[src/rtl/owtm_pkg.sv]
`timescale 1ns / 1ps

package owtm_pkg;

  // Item kinds on the command channel.
  localparam logic [1:0] KIND_TICK  = 2'd0;
  localparam logic [1:0] KIND_RESET = 2'd1;
  localparam logic [1:0] KIND_WRITE = 2'd2;
  localparam logic [1:0] KIND_READ  = 2'd3;

  // Line drive codes on the result channel.
  localparam logic [1:0] DRIVE_RELEASED = 2'd0;
  localparam logic [1:0] DRIVE_LOW      = 2'd1;
  localparam logic [1:0] DRIVE_HIGH     = 2'd2;

  // Width of the microsecond wait countdown.
  localparam int WAIT_W = 9;

  // Bus timing in microsecond ticks.
  localparam logic [WAIT_W-1:0] WAIT_RST_HIGH  = 9'd3;
  localparam logic [WAIT_W-1:0] WAIT_RST_LOW   = 9'd480;
  localparam logic [WAIT_W-1:0] WAIT_RST_SETTLE = 9'd70;
  localparam logic [WAIT_W-1:0] WAIT_RST_TAIL  = 9'd410;
  localparam logic [WAIT_W-1:0] WAIT_SLOT_LOW  = 9'd4;
  localparam logic [WAIT_W-1:0] WAIT_WR_DATA   = 9'd54;
  localparam logic [WAIT_W-1:0] WAIT_WR_RECOV  = 9'd10;
  localparam logic [WAIT_W-1:0] WAIT_RD_SAMPLE = 9'd6;
  localparam logic [WAIT_W-1:0] WAIT_RD_TAIL   = 9'd60;

  // Mask values that open a byte transfer.
  localparam logic [7:0] MASK_LSB = 8'h01;
  localparam logic [7:0] MASK_MSB = 8'h80;

  typedef enum logic [1:0] {
    ST_NOT_READY = 2'd0,
    ST_READY     = 2'd1,
    ST_BUSY      = 2'd2
  } status_t;

  typedef enum logic [3:0] {
    PH_IDLE = 4'd0,
    PH_RST0 = 4'd1,
    PH_RST1 = 4'd2,
    PH_RST2 = 4'd3,
    PH_RST3 = 4'd4,
    PH_WR0  = 4'd5,
    PH_WR1  = 4'd6,
    PH_WR2  = 4'd7,
    PH_WR3  = 4'd8,
    PH_RD0  = 4'd9,
    PH_RD1  = 4'd10,
    PH_RD2  = 4'd11,
    PH_RD3  = 4'd12
  } phase_t;

endpackage

[src/rtl/owtm_if.sv]
`timescale 1ns / 1ps

// Command channel: one tick or start command per word.
interface owtm_cmd_if;
  logic       valid;
  logic       ready;
  logic [1:0] kind;
  logic [7:0] write_byte;
  logic       line_level;

  modport source (output valid, kind, write_byte, line_level, input ready);
  modport sink (input valid, kind, write_byte, line_level, output ready);
endinterface

// Result channel: one result word per command word.
interface owtm_res_if;
  logic       valid;
  logic       ready;
  logic [1:0] line_drive;
  logic [1:0] status;
  logic       accepted;
  logic       device_present;
  logic [7:0] read_byte;

  modport source (output valid, line_drive, status, accepted, device_present, read_byte,
                  input ready);
  modport sink (input valid, line_drive, status, accepted, device_present, read_byte,
                output ready);
endinterface

[src/rtl/onewire_tick_driven_master.sv]
// Latency: a result word appears in the cycle after its command word is taken.
// Throughput: one word per clock; the one-word result register lets a new word
// in whenever it is empty or being drained in the same cycle.
// Reset (rst, synchronous, active high): sequencer idle, no wait, line released,
// status not yet ready, no presence, read byte zero, result register empty.
`timescale 1ns / 1ps

module onewire_tick_driven_master
  import owtm_pkg::*;
(
  input  logic         clk,
  input  logic         rst,
  owtm_cmd_if.sink     cmd,
  owtm_res_if.source   res
);

  // Sequencer state.
  phase_t            phase, phase_next;
  logic [WAIT_W-1:0] wait_count, wait_count_next;
  logic [7:0]        shift_byte, shift_byte_next;
  logic [7:0]        bit_mask, bit_mask_next;
  logic              presence_sample, presence_sample_next;
  status_t           status_reg, status_reg_next;
  logic              pin_is_output, pin_is_output_next;
  logic              pin_level, pin_level_next;
  logic [7:0]        last_read, last_read_next;
  logic              acc_next;
  logic              run_step;
  logic [7:0]        shifted_mask;

  // Result register.
  logic              res_valid;
  logic [1:0]        res_drive;
  logic [1:0]        res_status;
  logic              res_accepted;
  logic              res_present;
  logic [7:0]        res_read;

  logic              cmd_take;

  assign cmd.ready = !res_valid || res.ready;
  assign cmd_take  = cmd.valid && cmd.ready;

  // One step of the sequencer for the word on the command channel.
  always_comb begin
    phase_next           = phase;
    wait_count_next      = wait_count;
    shift_byte_next      = shift_byte;
    bit_mask_next        = bit_mask;
    presence_sample_next = presence_sample;
    status_reg_next      = status_reg;
    pin_is_output_next   = pin_is_output;
    pin_level_next       = pin_level;
    last_read_next       = last_read;
    acc_next             = 1'b0;
    run_step             = 1'b1;
    shifted_mask         = {bit_mask[6:0], 1'b0};

    if (cmd.kind == KIND_TICK) begin
      // A pending wait counts down; the action runs on the tick that ends it.
      if (wait_count != '0) begin
        wait_count_next = wait_count - 1'b1;
        run_step        = (wait_count == {{(WAIT_W-1){1'b0}}, 1'b1});
      end
      if (run_step) begin
        unique case (phase)
          PH_IDLE: begin
            status_reg_next = ST_READY;
          end
          PH_RST0: begin
            pin_is_output_next = 1'b1;
            pin_level_next     = 1'b0;
            wait_count_next    = WAIT_RST_LOW;
            phase_next         = PH_RST1;
          end
          PH_RST1: begin
            pin_is_output_next = 1'b0;
            wait_count_next    = WAIT_RST_SETTLE;
            phase_next         = PH_RST2;
          end
          PH_RST2: begin
            presence_sample_next = !cmd.line_level;
            wait_count_next      = WAIT_RST_TAIL;
            phase_next           = PH_RST3;
          end
          PH_RST3: begin
            phase_next      = PH_IDLE;
            status_reg_next = ST_READY;
          end
          PH_WR0: begin
            pin_is_output_next = 1'b1;
            pin_level_next     = 1'b0;
            wait_count_next    = WAIT_SLOT_LOW;
            phase_next         = PH_WR1;
          end
          PH_WR1: begin
            if ((shift_byte & bit_mask) != 8'h00) begin
              pin_is_output_next = 1'b0;
            end
            wait_count_next = WAIT_WR_DATA;
            phase_next      = PH_WR2;
          end
          PH_WR2: begin
            pin_is_output_next = 1'b0;
            wait_count_next    = WAIT_WR_RECOV;
            bit_mask_next      = shifted_mask;
            phase_next         = (shifted_mask != 8'h00) ? PH_WR0 : PH_WR3;
          end
          PH_WR3: begin
            phase_next      = PH_IDLE;
            status_reg_next = ST_READY;
          end
          PH_RD0: begin
            pin_is_output_next = 1'b1;
            pin_level_next     = 1'b0;
            wait_count_next    = WAIT_SLOT_LOW;
            phase_next         = PH_RD1;
          end
          PH_RD1: begin
            pin_is_output_next = 1'b0;
            wait_count_next    = WAIT_RD_SAMPLE;
            phase_next         = PH_RD2;
          end
          PH_RD2: begin
            shift_byte_next = {cmd.line_level, shift_byte[7:1]};
            wait_count_next = WAIT_RD_TAIL;
            phase_next      = PH_RD3;
          end
          PH_RD3: begin
            bit_mask_next = {1'b0, bit_mask[7:1]};
            if (bit_mask[7:1] != 7'd0) begin
              phase_next = PH_RD0;
            end else begin
              last_read_next  = shift_byte;
              phase_next      = PH_IDLE;
              status_reg_next = ST_READY;
            end
          end
          default: begin
            phase_next = PH_IDLE;
          end
        endcase
      end
    end else if (status_reg != ST_BUSY) begin
      // Start command; refused without any change while busy.
      acc_next        = 1'b1;
      status_reg_next = ST_BUSY;
      if (cmd.kind == KIND_RESET) begin
        pin_is_output_next   = 1'b1;
        pin_level_next       = 1'b1;
        wait_count_next      = WAIT_RST_HIGH;
        presence_sample_next = 1'b0;
        phase_next           = PH_RST0;
      end else if (cmd.kind == KIND_WRITE) begin
        bit_mask_next   = MASK_LSB;
        shift_byte_next = cmd.write_byte;
        phase_next      = PH_WR0;
      end else begin
        shift_byte_next = 8'h00;
        bit_mask_next   = MASK_MSB;
        phase_next      = PH_RD0;
      end
    end
  end

  // State registers advance only on an accepted word.
  always_ff @(posedge clk) begin
    if (rst) begin
      phase           <= PH_IDLE;
      wait_count      <= '0;
      shift_byte      <= 8'h00;
      bit_mask        <= 8'h00;
      presence_sample <= 1'b0;
      status_reg      <= ST_NOT_READY;
      pin_is_output   <= 1'b0;
      pin_level       <= 1'b1;
      last_read       <= 8'h00;
    end else if (cmd_take) begin
      phase           <= phase_next;
      wait_count      <= wait_count_next;
      shift_byte      <= shift_byte_next;
      bit_mask        <= bit_mask_next;
      presence_sample <= presence_sample_next;
      status_reg      <= status_reg_next;
      pin_is_output   <= pin_is_output_next;
      pin_level       <= pin_level_next;
      last_read       <= last_read_next;
    end
  end

  // Result valid flag.
  always_ff @(posedge clk) begin
    if (rst) begin
      res_valid <= 1'b0;
    end else if (cmd_take) begin
      res_valid <= 1'b1;
    end else if (res.ready) begin
      res_valid <= 1'b0;
    end
  end

  // Result payload, loaded with the state left by the accepted word.
  always_ff @(posedge clk) begin
    if (cmd_take) begin
      res_drive    <= pin_is_output_next ? (pin_level_next ? DRIVE_HIGH : DRIVE_LOW)
                                         : DRIVE_RELEASED;
      res_status   <= 2'(status_reg_next);
      res_accepted <= acc_next;
      res_present  <= presence_sample_next;
      res_read     <= last_read_next;
    end
  end

  assign res.valid          = res_valid;
  assign res.line_drive     = res_drive;
  assign res.status         = res_status;
  assign res.accepted       = res_accepted;
  assign res.device_present = res_present;
  assign res.read_byte      = res_read;

endmodule

[src/flat_wrapper.sv]
// flat-port wrapper written by rule: the top's interface ports become plain ports
module onewire_tick_driven_master_flat import owtm_pkg::*;
  (clk, rst, cmd_valid, cmd_kind, cmd_write_byte, cmd_line_level, cmd_ready, res_valid, res_line_drive, res_status, res_accepted, res_device_present, res_read_byte, res_ready);
  owtm_cmd_if cmd_i ();
  owtm_res_if res_i ();
  input  logic clk;
  input  logic rst;
  input wire logic [$bits(cmd_i.valid)-1:0] cmd_valid;
  input wire logic [$bits(cmd_i.kind)-1:0] cmd_kind;
  input wire logic [$bits(cmd_i.write_byte)-1:0] cmd_write_byte;
  input wire logic [$bits(cmd_i.line_level)-1:0] cmd_line_level;
  output wire logic [$bits(cmd_i.ready)-1:0] cmd_ready;
  output wire logic [$bits(res_i.valid)-1:0] res_valid;
  output wire logic [$bits(res_i.line_drive)-1:0] res_line_drive;
  output wire logic [$bits(res_i.status)-1:0] res_status;
  output wire logic [$bits(res_i.accepted)-1:0] res_accepted;
  output wire logic [$bits(res_i.device_present)-1:0] res_device_present;
  output wire logic [$bits(res_i.read_byte)-1:0] res_read_byte;
  input wire logic [$bits(res_i.ready)-1:0] res_ready;
  assign cmd_i.valid = cmd_valid;
  assign cmd_i.kind = cmd_kind;
  assign cmd_i.write_byte = cmd_write_byte;
  assign cmd_i.line_level = cmd_line_level;
  assign cmd_ready = cmd_i.ready;
  assign res_valid = res_i.valid;
  assign res_line_drive = res_i.line_drive;
  assign res_status = res_i.status;
  assign res_accepted = res_i.accepted;
  assign res_device_present = res_i.device_present;
  assign res_read_byte = res_i.read_byte;
  assign res_i.ready = res_ready;
  onewire_tick_driven_master u_core (.clk(clk), .rst(rst), .cmd(cmd_i), .res(res_i));
endmodule
[config.mk]
export PLATFORM = sky130hd
export DESIGN_NAME = onewire_tick_driven_master_flat
export DESIGN_NICKNAME = d
export VERILOG_FILES = /design/src/rtl/owtm_pkg.sv /design/src/rtl/owtm_if.sv /design/src/rtl/onewire_tick_driven_master.sv /design/src/flat_wrapper.sv
export SDC_FILE = /design/constraint.sdc
export NUM_CORES = 1
export LEC_CHECK = 0
export BUFFER_PORTS_ARGS = -buffer_cell sky130_fd_sc_hd__buf_2
export CORE_AREA = 3 3 89 91
export CTS_CLUSTER_SIZE = 25
export DETAILED_ROUTE_END_ITERATION = 7
export DIE_AREA = 0 0 92 94
export HOLD_SLACK_MARGIN = 0.15
export PLACE_DENSITY_LB_ADDON = 0.15
export SLEW_MARGIN = 20
export SYNTH_ARGS = -nofsm -noshare
export SYNTH_HDL_FRONTEND = slang
export SYNTH_SLANG_ARGS = --single-unit
[constraint.sdc]
create_clock -name clk -period 2.9 [get_ports clk]
set_input_delay 0.29 -clock clk [delete_from_list [all_inputs] [get_ports clk]]
set_output_delay 0.29 -clock clk [all_outputs]
set_load 0.03 [all_outputs]
==> summary.md, run 1 <==
| Metric | Value |
|---|---|
| Element type at the critical path start | register |
| H-tree depth | 3 |
| Worst Path Required | 3.14 ns |
| Worst r2r src | u_core.wait_count[2]$_SDFFE_PP0P_ |
| Insertion delay to the later sink of the worst-skew pair | between 0.3 and 0.4 ns |
| Hold WC Path Type | in -> reg |
| Top cell type's share of synthesized area | a little over a quarter |
| Area Growth Syn to Fin | 13.26% |
| Synthesized flop and latch total | 57 |
| Crit-path max FO | 11 |
| Clock sinks | 57 |
| ANT cells | 0 |
| Finish-stage setup viols | 0 |
| Nets | between 400 and 500 |
| WS Path Type | reg -> reg |
| Synth async-reset ratio | 0% |
| Leak | approximately 1.4 nW |
| Tmin final | 2.482 ns |
| Inserted Clock Buffers | 9 |
| Finished Cell Area | roughly 3700 um2 |
| Gp weighted congestion | between 0.8 and 0.9 |
| Crit. End Element | register |
| Via count of the first global-routing pass | around 2,900 |
| Post-synth EDFFs | 14 |
| Clk Tree Root Cell | clkbuf_8 |
| Synth area leaders | dfxtp_1 (27%), edfxtp_1 (13%), nor2_1 (4.7%) |
| Final wirelength | between 8 and 9 mm |
| Postcts setup bufs | 0 |
| Die Ht | ~94 um |
| Register area share after synthesis | approximately 39% |
| CP cell instances | or4_4 -> or3_4 -> o41ai_2 -> o21ai_1 -> o221a_1 |
| Maximum capacitance violations | 0 |
| DR vias | between 2,000 and 3,000 |
| Clk_skew | approximately 0.01 ns |
| PwrDens | between 500 and 600 nW/um2 |
| Vias/cell | ~5.8 |
| Setup_tns | 0 ns |
| Final Max Tran Viols | 0 |
| GRT overflow | 0 |
| Die width | between 90 and 100 um |
| CTS tree | yes |
| Global-route wire length before repair | about 14 mm |
| Final period util | between 80 and 90% |
| GR peak layer | met2 |
| Placement Cell Area | between 3000 and 4000 um2 |
| GR met1 Demand/Resource | approximately a quarter |
| Hold Violations, Final | 0 |
| CORE AREA | 7214 um2 |
| Most frequent cells after synthesis | dfxtp_1 (43), nor2_1 (41), nand2_1 (37) |
| I/O Buffers | 30 |
| Ys Warns | 0 |
| Detailed-route DRC error count | 0 |
| 1st-pass router iterations | 4 |
| Initial Util | a little under half |
| Status | finished, final reports clean |
| Initial antenna violation count | 0 |
| Slew @ Worst Pin | 0.7396 ns |
| Hold path start | cmd_valid |
| Peak VDD IR | about 0.32 mV |
| Met2 Track Usage GR | approximately 33% |
| Worst setup path start | u_core.wait_count[2]$_SDFFE_PP0P_ |
| Pin count of the biggest net entering global routing | 37 |
| Layout cells sized above 1 | around 17% |
| Post-layout util | 50.97% |
| Reg2reg setup slack | between 0.4 and 0.5 ns |
| Most frequent cell after synthesis | dfxtp_1 |
| Top_reg_cell synth | dfxtp_1 |
| Max Freq | 402.8 MHz |
| Worst path max stage delay | 0.61 ns |
| Setup crit end | u_core.phase[3]$_SDFFE_PP0P_ |
| Reg2reg path depth | 5 |
| PostCTS Resize Cnt | 0 |
| DP HPWL | a little under 6 mm |
| Global Route met3 Usage | 4.006% |
| Maximum clock path buffer count | 2 |
| Clock input transition at the sequential cells of the worst setup and hold paths | approximately 0.070 ns |
| Number of DRC markers in iteration 0 | 180 |
| Cts hold-fix bufs | 0 |
| Mapped Cells | 377 |
| RSZ-0062 raised after global routing | no |
| Yosys top cell by area | dfxtp_1 |
| Post-Syn Nets | 398 |
| Crit Reg-Reg Endpoint | u_core.phase[3]$_SDFFE_PP0P_ |
| Mapped Area | approximately 3200 um2 |
| Relative slew slack | between 50 and 60% |
| WL/cell | ~17 um |
| Crit path DAT | roughly 2.7 ns |
| Total track usage | 20.54% |
| Highest-delay cell along the critical path | or4_4 |
| Largest Register | u_core.wait_count |
| Synth unique cells | 64 |
| # rows | 31 |
| DRT antenna net count | 0 |
| Total die area | approximately 8600 um2 |
| Mean Syn Cell Area | 8.612 um2 |
| Ports | 31 |
| Max reg flops | 9 |
==> stage by stage <==
step	instances	power, mW	hold slack, ns	setup slack [ns]
detailed placement	491	1.369	0.4797	0.4262
floorplan	377	1.260	0.4195	0.3187
finish	507	2.096	0.2121	0.4175
CTS	507	2.110	0.2018	0.4179
global route	507	2.206	0.2425	0.2535
global placement	491	1.367	0.4584	0.4566
==> logic make-up after synthesis <==
kind of cell	synth area share [%]
compound gates	21.93
xor+xnor	0.2698
fa+ha+maj	2.312
buf+inv	5.356
flops	39.46
mux	6.166
simple gates	24.51
==> power by group <==
group	leakage (nW)	switching (mW)	internal, mW
Clock	0.0929	0.345	0.394
Combinational	0.814	0.292	0.161
Sequential	0.489	0.0469	0.857
Total	1.40	0.684	1.41
==> cell type report <==
| class | count | area (um2) |
|---|---|---|
| Fill cell | 724 | 3537 |
| Timing Repair Buffer | 41 | 232.7 |
| Clock buffer | 9 | 123.9 |
| Clock inverter | 7 | 71.32 |
| Multi-Input combinational cell | 280 | 1792 |
| Sequential cell | 57 | 1281 |
| Tap cell | 99 | 123.9 |
| Inverter | 14 | 52.55 |
==> cells in the final DEF, fill, tap and decap left out, types with 11 or more instances in the layout <==
cell      instances
mux2i_1          11
buf_4            11
inv_1            13
edfxtp_1         14
a21oi_1          17
nand2_1          37
a211oi_1         14
a22oi_1          11
buf_2            30
o21ai_0          20
nor2_1           41
dfxtp_1          43
nor3_1           13
==> metal layers <==
metal | wire [um] | vias up
met4 | 180 | 0
met3 | 450 | 17
met1 | 3837 | 1372
met5 | 0 | -
li1 | - | 1452
met2 | 3925 | 81
==> worst min-delay path by stage <==
stage                                          end  slack (ns)  depth (start not counted)
6_report             u_core.res.valid$_SDFFE_PP0P_        0.21                          3
4_1_cts              u_core.res.valid$_SDFFE_PP0P_        0.20                          3
3_3_place_gp   u_core.presence_sample$_SDFFE_PP0P_        0.46                          1
2_1_floorplan        u_core.res.valid$_SDFFE_PP0P_        0.42                          2
5_1_grt              u_core.res.valid$_SDFFE_PP0P_        0.24                          3
3_5_place_dp      u_core.last_read[0]$_SDFFE_PP0P_        0.48                          2
==> critical path: cells and delay by family (launching register included) <==
kind,cells,cell delay (ns)
and+or+nand+nor,2,1.06
AOI/OAI and AO/OA,3,0.93
DFF,1,0.39
Power figures use the tool's default switching activity.
==> inputs of run 2 (changes only) <==
--- a/config.mk
+++ b/config.mk
@@ -5,7 +5,7 @@
 export SDC_FILE = /design/constraint.sdc
 export NUM_CORES = 1
 export LEC_CHECK = 0
-export BUFFER_PORTS_ARGS = -buffer_cell sky130_fd_sc_hd__buf_2
+export BUFFER_PORTS_ARGS = -buffer_cell sky130_fd_sc_hd__buf_4
 export CORE_AREA = 3 3 89 91
 export CTS_CLUSTER_SIZE = 25
 export DETAILED_ROUTE_END_ITERATION = 7
==> run 2 against run 1 <==
  * Total power is 0.27% higher
  * Die area stayed put
  * Non-clock buffer count is 1 lower
  * Sequential cell count is the same
  * Register-to-register slack lost 0.04 ns
  * Via count up 2.6%
  * Design area increased by 1.8%
  * Final cell count fell by 0.39%
  * Critical path depth did not move
  * Critical path type unchanged
==> summary.md, run 2 (synthesis gave the netlist of run 1 again) <==
| Metric | Value |
|---|---|
| Nets | 423 |
| Hold WC Path Type | in -> reg |
| Post-layout util | 51.87% |
| Crit. End Element | register |
| Clock sinks | 57 |
| Cts hold-fix bufs | 0 |
| Clk Tree Root Cell | clkbuf_8 |
| PwrDens | ~560 nW/um2 |
| Relative slew slack | roughly 49% |
| Number of DRC markers in iteration 0 | approximately 180 |
| Max reg flops | 9 |
| Maximum clock path buffer count | 2 |
| Inserted Clock Buffers | 9 |
| Insertion delay to the later sink of the worst-skew pair | around 0.34 ns |
| Hold_ws | 0.2271 ns |
| I/O Buffers | 30 |
| Worst path max stage delay | 0.61 ns |
| Maximum capacitance violations | 0 |
| Pin count of the biggest net entering global routing | 37 |
| Crit-path max FO | 11 |
| Crit path DAT | 2.75 ns |
| Placement Cell Area | 3550 um2 |
| Setup_tns | 0 ns |
| Most frequent cells in the layout | dfxtp_1 (43), nor2_1 (41), buf_4 (40) |
| Final Max Tran Viols | 0 |
| Finish-stage setup viols | 0 |
| Largest Register | u_core.wait_count |
| Area Growth Syn to Fin | 15.26% |
| Finished Cell Area | between 3000 and 4000 um2 |
| Initial Util | a little under half |
| Gp weighted congestion | between 0.8 and 0.9 |
| Die Ht | between 90 and 100 um |
| Total die area | 8648 um2 |
| DP HPWL | slightly below 6 mm |
| Via count of the first global-routing pass | about 2,900 |
| Commonest non-fill, non-tap cell in the layout | dfxtp_1 |
| 1st-pass router iterations | 5 |
| Final wirelength | 8.389 mm |
| Leak | around 1.4 nW |
| Vias/cell | around 5.9 |
| Clk_skew | 0.006738 ns |
| Status | finished, final reports clean |
| Tmin final | approximately 2.5 ns |
| Peak VDD IR | ~0.23 mV |
| DR vias | between 2,000 and 3,000 |
| Layout cells sized above 1 | ~17% |
| PostCTS Resize Cnt | 0 |
| DRT antenna net count | 0 |
| Worst setup path start | u_core.wait_count[2]$_SDFFE_PP0P_ |
| H-tree depth | 3 |
| Crit path max-delay family | simple AND/OR/NAND/NOR gates |
| CTS tree | yes |
| WS Path Type | reg -> reg |
| Global-route wire length before repair | between 10 and 15 mm |
| WP buf/inv | 0 |
| ANT cells | 0 |
| RSZ-0062 raised after global routing | no |
| CORE AREA | just over 7000 um2 |
| Final period util | 86.94% |
| GRT overflow | 0 |
| Hold path start | cmd_valid |
| WL/cell | roughly 17 um |
| Hold Violations, Final | 0 |
| Total track usage | ~20% |
| Die width | roughly 92 um |
| Ports | 31 |
| Detailed-route DRC error count | 0 |
| # rows | 31 |
| Worst Path Required | 3.13 ns |
| Worst r2r src | u_core.wait_count[2]$_SDFFE_PP0P_ |
| Highest-delay cell along the critical path | or4_4 |
| Postcts setup bufs | 0 |
| Max Freq | ~400 MHz |
| Initial antenna violation count | 0 |
| CP cell instances | or4_4 -> or3_4 -> o41ai_2 -> o21ai_1 -> o221a_1 |
| Slew @ Worst Pin | roughly 0.76 ns |
| Clock input transition at the sequential cells of the worst setup and hold paths | roughly 0.070 ns |
| Element type at the critical path start | register |
run 2: cell count changes in the layout (fill, tap and decap cells not counted), sizes merged:
| cell | change |
|---|---|
| buf | -1 |
| clkinv | -1 |
| clkinvlp | -1 |
| inv | +1 |
run 2: worst register-to-register path: cells and delay by family (launching register included):
kind / cells / cell delay, ns
flip-flops: 1 / 0.39
AND/OR/NAND/NOR: 2 / 1.06
AO/OA/AOI/OAI: 3 / 0.96
run 2: path summary, 6_finish.rpt:
kind	endpoint	slack (ns)	cells after the start
setup / recovery	u_core.phase[3]$_SDFFE_PP0P_	0.38	5
setup reg to reg	u_core.phase[3]$_SDFFE_PP0P_	0.38	5
hold / removal	u_core.res.valid$_SDFFE_PP0P_	0.23	3
hold reg to reg	u_core.presence_sample$_SDFFE_PP0P_	0.48	1
run 2: layout make-up:
class                      instances  area, um2
fill                             719       3472
sequential                        57       1281
clock buffer                       9      123.9
timing repair buffer              40      300.3
inverter                          14      52.55
multi-input combinational        280       1792
clock inverter                     6      68.82
tap                               99      123.9
run 2: layer usage:
| metal | vias to the layer above | track usage [%] | routed length [um] |
|---|---|---|---|
| met3 | 21 | 3.125 | 464 |
| met4 | 0 | 9.035 | 201 |
| met2 | 103 | 33.33 | 3953 |
| met1 | 1430 | 26.67 | 3769 |
| met5 | - | 0 | 0 |
| li1 | 1444 | - | - |
run 2: metrics by stage:
| step | worst slack [ns] | std cells | total power, mW |
|---|---|---|---|
| finish | 0.3789 | 505 | 2.101 |
| global route | 0.2530 | 505 | 2.199 |
| CTS | 0.4051 | 505 | 2.116 |
| detailed placement | 0.4091 | 490 | 1.379 |
| global placement | 0.4513 | 490 | 1.377 |
| floorplan | 0.3187 | 377 | 1.260 |
run 2: power by group:
group / internal, mW / switching (mW) / leakage [nW]
clock: 0.395 / 0.337 / 0.0957
sequential: 0.857 / 0.0479 / 0.489
combinational: 0.172 / 0.291 / 0.833
